### config.mk
export PLATFORM = sky130hd
export DESIGN_NAME = lphi_probe_addr
export DESIGN_NICKNAME = d
export VERILOG_FILES = /design/src/linear_probe_hash_index_assert.svh /design/src/lphi_pkg.sv /design/src/lphi_probe_addr.sv
export SDC_FILE = /design/constraint.sdc
export NUM_CORES = 1
export LEC_CHECK = 0
export BUFFER_PORTS_ARGS = -buffer_cell sky130_fd_sc_hd__buf_4
export CAP_MARGIN = 40
export CORE_ASPECT_RATIO = 0.7
export CORE_UTILIZATION = 28
export DETAILED_ROUTE_END_ITERATION = 16
export GPL_TIMING_DRIVEN = 0
export PLACE_DENSITY_LB_ADDON = 0.1
export SYNTH_ARGS = -nofsm -noshare
export SYNTH_HDL_FRONTEND = slang
export SYNTH_SLANG_ARGS = --single-unit
### constraint.sdc
create_clock -name clk_i -period 1.9 [get_ports clk_i]
set_clock_uncertainty 0.2 [all_clocks]
set_input_delay 0.095 -clock clk_i [delete_from_list [all_inputs] [get_ports clk_i]]
set_output_delay 0.095 -clock clk_i [all_outputs]
set_load 0.01 [all_outputs]
### src/linear_probe_hash_index_assert.svh
// ----------------------------------------------------------------------------
// Assertion macros for the linear probing hash index
// Shared helpers that wrap a concurrent assertion with clock and reset.
// ----------------------------------------------------------------------------
`ifndef LINEAR_PROBE_HASH_INDEX_ASSERT_SVH
`define LINEAR_PROBE_HASH_INDEX_ASSERT_SVH

// The consequent must hold in the same cycle as the antecedent.
`define LPHI_ASSERT_IMPL(lbl, clk, rstn, ante, cons) \
  lbl: assert property (@(posedge clk) disable iff (!rstn) (ante) |-> (cons)) \
    else $error("lphi assertion failed");

// The consequent must hold in the cycle after the antecedent.
`define LPHI_ASSERT_NEXT(lbl, clk, rstn, ante, cons) \
  lbl: assert property (@(posedge clk) disable iff (!rstn) (ante) |=> (cons)) \
    else $error("lphi assertion failed");

`endif

### src/lphi_pkg.sv
// ----------------------------------------------------------------------------
// lphi_pkg
// Types and fixed constants of the linear probing hash index.
// ----------------------------------------------------------------------------
`default_nettype none

package lphi_pkg;

  // Width of the tag field and multiplier used by the home slot hash.
  localparam int unsigned TAG_BITS = 64;
  localparam logic [TAG_BITS-1:0] GOLDEN_MUL = 64'h9E37_79B9_7F4A_7C15;

  // New insertions stop once the entry count plus one reaches three quarters of the slot count.
  localparam int unsigned LOAD_NUM = 3;
  localparam int unsigned LOAD_DEN = 4;

  localparam int unsigned STATUS_BITS = 2;

  // Request modes.
  localparam logic MODE_LOOKUP = 1'b0;
  localparam logic MODE_PUT    = 1'b1;

  typedef enum logic [STATUS_BITS-1:0] {
    STATUS_OK      = 2'd0,
    STATUS_FULL    = 2'd1,
    STATUS_BAD_KEY = 2'd2
  } status_e;

  typedef enum logic [2:0] {
    S_CLEAR,
    S_IDLE,
    S_HASH,
    S_READ,
    S_CMP,
    S_FINISH
  } state_e;

  // Commands from the sequencer to the probe address unit.
  typedef struct packed {
    logic load;
    logic step;
  } probe_ctrl_t;

endpackage

`default_nettype wire

### src/lphi_probe_addr.sv
// ----------------------------------------------------------------------------
// lphi_probe_addr
// Home slot hash and the stepping slot address of a linear probe.
// ----------------------------------------------------------------------------
`default_nettype none

module lphi_probe_addr #(
  parameter int unsigned SLOT_BITS = 6,
  parameter int unsigned KEY_BITS  = 48
) (
  input  logic                          clk_i,
  input  logic                          rst_ni,
  input  lphi_pkg::probe_ctrl_t         ctrl_i,
  input  logic [KEY_BITS-1:0]           key_i,
  input  logic [lphi_pkg::TAG_BITS-1:0] tag_i,
  output logic [SLOT_BITS-1:0]          slot_o,
  output logic                          last_o
);
  import lphi_pkg::*;

  // Only the low slot bits of the 64-bit product reach the slot index.
  localparam logic [SLOT_BITS-1:0] GoldenLo = GOLDEN_MUL[SLOT_BITS-1:0];

  logic [63:0]          key_ext;
  logic [SLOT_BITS-1:0] tag_lo;
  logic [SLOT_BITS-1:0] prod;
  logic [SLOT_BITS-1:0] home;
  logic [SLOT_BITS-1:0] slot_q, slot_d;
  logic [SLOT_BITS-1:0] n_q, n_d;

  assign key_ext = 64'(key_i);
  assign tag_lo  = tag_i[SLOT_BITS-1:0];
  assign prod    = tag_lo * GoldenLo;
  assign home    = key_ext[SLOT_BITS+3:4] ^ prod;

  always_comb begin
    slot_d = slot_q;
    n_d    = n_q;
    if (ctrl_i.load) begin
      slot_d = home;
      n_d    = '0;
    end else if (ctrl_i.step) begin
      slot_d = slot_q + SLOT_BITS'(1);
      n_d    = n_q + SLOT_BITS'(1);
    end
  end

  always_ff @(posedge clk_i) begin
    slot_q <= slot_d;
  end

  always_ff @(posedge clk_i or negedge rst_ni) begin
    if (!rst_ni) begin
      n_q <= '0;
    end else begin
      n_q <= n_d;
    end
  end

  assign slot_o = slot_q;
  // The slot under compare is the last one of a full pass over the table.
  assign last_o = (n_q == '1);

endmodule

`default_nettype wire

After elaboration in Yosys (flattened, before gate mapping)
Index checks and enable logic that the tools add are counted.
- bitwise gates (word level): 1
- reductions and logical operators: 1
- multipliers: 1
- muxes and demuxes: 4
- $add $sub $neg: 2
- equal/unequal tests: 1
- operators with widths (cell ; count):
    $mux 6 ; 4
    $add 6x1->6 const B ; 2
    $eq 6x6->1 const B ; 1
    $mul 6x5->6 const B ; 1
    $xor 6x6->6 ; 1
    $reduce_bool 2->1 ; 1
- output and inout port bits: 7
- logic and storage cells: 12
- input bits: 116
- register bits after elaboration: 12

Logic depth before layout (Yosys ltp)
- depth in word-level cells: 3
- depth in mapped cells: 8
- mapped depth without buffers: 8

Least setup slack after synthesis
Ideal clock, no wire load.
- path type: input to register
- from: input port tag_i[0] (netlist name)
- to: register slot_q[5] (netlist: slot_o[5]), data pin
- required time: 1432 ps
- buffers on the path: 0
- arrival: 1519 ps
- setup time: 268 ps
- stages: 8
- path slack: -87 ps
- cell sequence: ha_1 ha_1 inv_1 fa_1 xnor2_1 xnor2_1 nand2_1 o21ai_0
- cells in the longest elaborated chain, start to end: 3
- RTL lines (element ; line ; source):
    start, declared ; lphi_probe_addr.sv:15 ; input logic [lphi_pkg::TAG_BITS-1:0] tag_i,
    $mul 6x5->6 ; lphi_probe_addr.sv:33 ; assign prod = tag_lo * GoldenLo;
    $xor 6x6->6 ; lphi_probe_addr.sv:34 ; assign home = key_ext[SLOT_BITS+3:4] ^ prod;
    $mux 6 ; lphi_probe_addr.sv:39 ; if (ctrl_i.load) begin
    via slot_d[5] ; lphi_probe_addr.sv:28 ; logic [SLOT_BITS-1:0] slot_q, slot_d;
    end signal, assigned ; lphi_probe_addr.sv:49 ; slot_q <= slot_d;
    end, declared ; lphi_probe_addr.sv:28 ;
The timed path passes the listed nets, and every way through them passes these cells.
A chain may end at the register's enable or synchronous reset.

Worst setup path in the final report
Ends and elaborated chain as after synthesis.

==> impl_metrics.py <==
metrics = {
    "cells_and_area": {
        "fin_cells": 135,
        "areaGrowthSynthToFinish_pct": 39.3,
        "final_area_um2": 1060,
        "num_antenna_cells": 0,
        "fin_util_pct": 42.3,
        "fillerInstances": 264,
        "drive_gt1_share_pct": 27.7,
        "fin_nets": 225,
    },
    "global_route": {
        "grt.overflow.total": 0,
        "antenna_found_initial": 0,
        "grt_pass1_vias": 518,
        "track_usage_pct": 12.0,
        "grt_pass1_wl_um": 2480,
        "grt_max_degree": 11,
    },
    "worst_hold_path": {
        "hold_depth": 3,
        "worstHoldPathType": "in -> reg",
    },
    "setup_path": {
        "critical_path_required_ps": 1670,
        "crit_type": "in -> reg",
        "reg2reg_slack_ps": 400,
        "path_cells": "buf_4, ha_4, ha_1, inv_1, fa_2, xnor2_1, xnor2_1, nand2_1, o21ai_0",
        "crit_path_frequent_cell": "xnor2_1",
        "reg2reg_depth": 4,
        "arrival_ps": 1570,
        "critPathMaxFanout": 2,
        "slowest_delay_ps": 380,
        "endpoint_kind": "flip-flop",
        "startpoint_type": "input pin",
        "slowest_stage": "fa_2",
    },
    "synth": {
        "async_flop_share_pct": 50.0,
        "synth_commonest_cells": "xor2_1 (8), nand2_1 (7), nor2_1 (7), xnor2_1 (7)",
        "syn_area_per_cell_um2": 10.6,
        "yosysWarnings": 0,
        "synth-seq-cells": 12,
        "synth_cells": 72,
        "synthesis.nets": 195,
        "synth_edf_count": 6,
        "ys_seq_area_share_pct": 43.3,
        "ys_types": 20,
        "yosys.area.top_type": "edfxtp_1",
        "netlist.area_leader.share_pct": 23.6,
        "synthTopCellsByArea": "edfxtp_1 (24%), dfrtp_1 (20%), ha_1 (9.8%), xor2_1 (9.2%), xnor2_1 (8.0%)",
        "synth_most_common_cell": "xor2_1",
        "synth_area_um2": 763,
        "synth_flop_cell": "edfxtp_1",
    },
    "outcome": {
        "status": "finished, final reports clean",
    },
    "clocking": {
        "clock_latency_ps": 240,
        "postCtsResizedCells": 0,
        "root_buffer": "clkbuf_8",
        "holdBufCountCts": 4,
        "cts_tree": "built",
        "clk_pin_slew_worst_paths_ps": 50,
        "cts_inserted_buffers": 3,
        "clock-sinks": 12,
        "htree_levels": 1,
        "cts_setup_buffers": 0,
        "cts_buffer_depth": 2,
    },
    "route": {
        "drc_errors": 0,
        "drt_first_pass_iters": 4,
        "drtIter0Drc": 7,
        "drt-total-wl_um": 1550,
        "wl_per_cell_um": 11.5,
        "antenna_left": 0,
        "vias": 584,
        "via_per_inst": 4.33,
    },
    "sta": {
        "rsz0062_at_grt": "false",
        "tns_ps": 0,
        "max_freq_mhz": 556,
        "relSlewSlack_pct": 70.5,
        "worstMarginPinSlew_ps": 443,
        "setup_viol": 0,
        "drv_slew": 0,
        "post-route-period-util_pct": 94.6,
        "hold_viol_final": 0,
        "fin_crit_ps": 1800,
    },
    "flow_run": {
        "drv_cap": 0,
    },
    "floorplanning": {
        "die_h_um": 45.7,
        "initial_core_util_pct": 30.3,
        "ios": 123,
        "fp.dieW_um": 64.4,
        "die_area_um2": 2940,
        "fp-row-count": 15,
        "core-area_um2": 2510,
    },
    "pwr": {
        "design_power_total_uw": 806,
        "peakVddDrop_mv": 0.298,
        "p_per_area_nw_per_um2": 758,
        "p_leak_nw": 0.467,
    },
    "placed_design": {
        "port-buffer-count": 21,
        "dp.cells": 127,
        "hpwl_um": 1220,
        "place_area_um2": 978,
        "place_congestion": 0.713,
    },
}
-- cell type report --
cell class                      instances  area (um2)  area share (%)
Multi-Input combinational cell         55         429            40.4
Sequential cell                        12         330            31.1
Timing Repair Buffer                   25         198            18.6
Tap cell                               34        42.5            4.00
Clock buffer                            3        41.3            3.88
Inverter                                3        11.3            1.06
Buffer                                  2        7.51           0.706
Clock inverter                          1        3.75           0.353
-- where the power goes --
part	switching [mW]	internal [mW]	leakage [nW]
registers	0.0346	0.316	0.144
logic	0.0972	0.130	0.300
clock network	0.0864	0.142	0.0231
-- stage by stage --
step                hold WS (ps)  setup slack (ps)
global route                56.8              10.0
CTS                         43.5              96.7
global placement            -292              -150
floorplan                   -401              64.5
finish                      49.6               103
detailed placement          -291              -159
-- critical path: cells and delay by family --
family	cells	cell delay, ps
fa+ha+maj	3	880
xor+xnor	2	260
buf+inv	2	200
compound gates	1	70
simple gates	1	60
-- cell usage in the layout (no fill, tap or decap) --
cell type      Yosys  layout
a21oi_1            2       2
and3_1             1       1
buf_4              0      21
clkbuf_1           2       2
clkbuf_8           0       3
clkinv_1           0       1
dfrtp_1            6       6
dlygate4sd3_1      0       4
edfxtp_1           6       6
fa_2               0       1
ha_1               6       5
ha_4               0       1
inv_1              3       3
mux2i_1            2       2
nand2_1            7       7
nand3_1            4       4
nand4_1            1       1
nand4_2            1       1
nor2_1             7       7
o21ai_0            5       5
or2_2              1       1
or3_1              1       1
xnor2_1            7       7
xnor3_1            1       1
xor2_1             8       8
-- cell families after synthesis --
| logic type | after synthesis | share of synthesized area (%) |
|---|---|---|
| muxes | 2 | 2.62 |
| xor gates and xnor gates | 16 | 20.2 |
| and+or+nand+nor | 23 | 14.4 |
| DFF | 12 | 43.3 |
| buffers and inverters | 5 | 2.46 |
| adders and majority gates | 7 | 12.5 |
| AOI/OAI and AO/OA | 7 | 4.59 |
-- worst paths after layout --
kind	end	from
min reg2reg	n_q[4]	n_q[4]
min	slot_o[1]	key_i[5]
min in group asynchronous	n_q[0]	rst_ni
max reg2reg	slot_o[4]	slot_o[0]
max in group asynchronous	n_q[4]	rst_ni
max	slot_o[5]	tag_i[0]
-- flip-flops by register name, indices dropped and copies added, names as in the netlist --
| name | cells |
|---|---|
| n_q | 6 |
| slot_o | 6 |
-- metal layers --
layer | vias up | track usage, % | part of all wire (%)
met4 | 0 | 1.33 | 0.52
met1 | 263 | 18.4 | 56
li1 | 303 | - | -
met2 | 16 | 14.7 | 36
met3 | 2 | 6.00 | 6.6
met5 | - | 0 | 0
No activity file was read; power rests on OpenSTA's default activity.
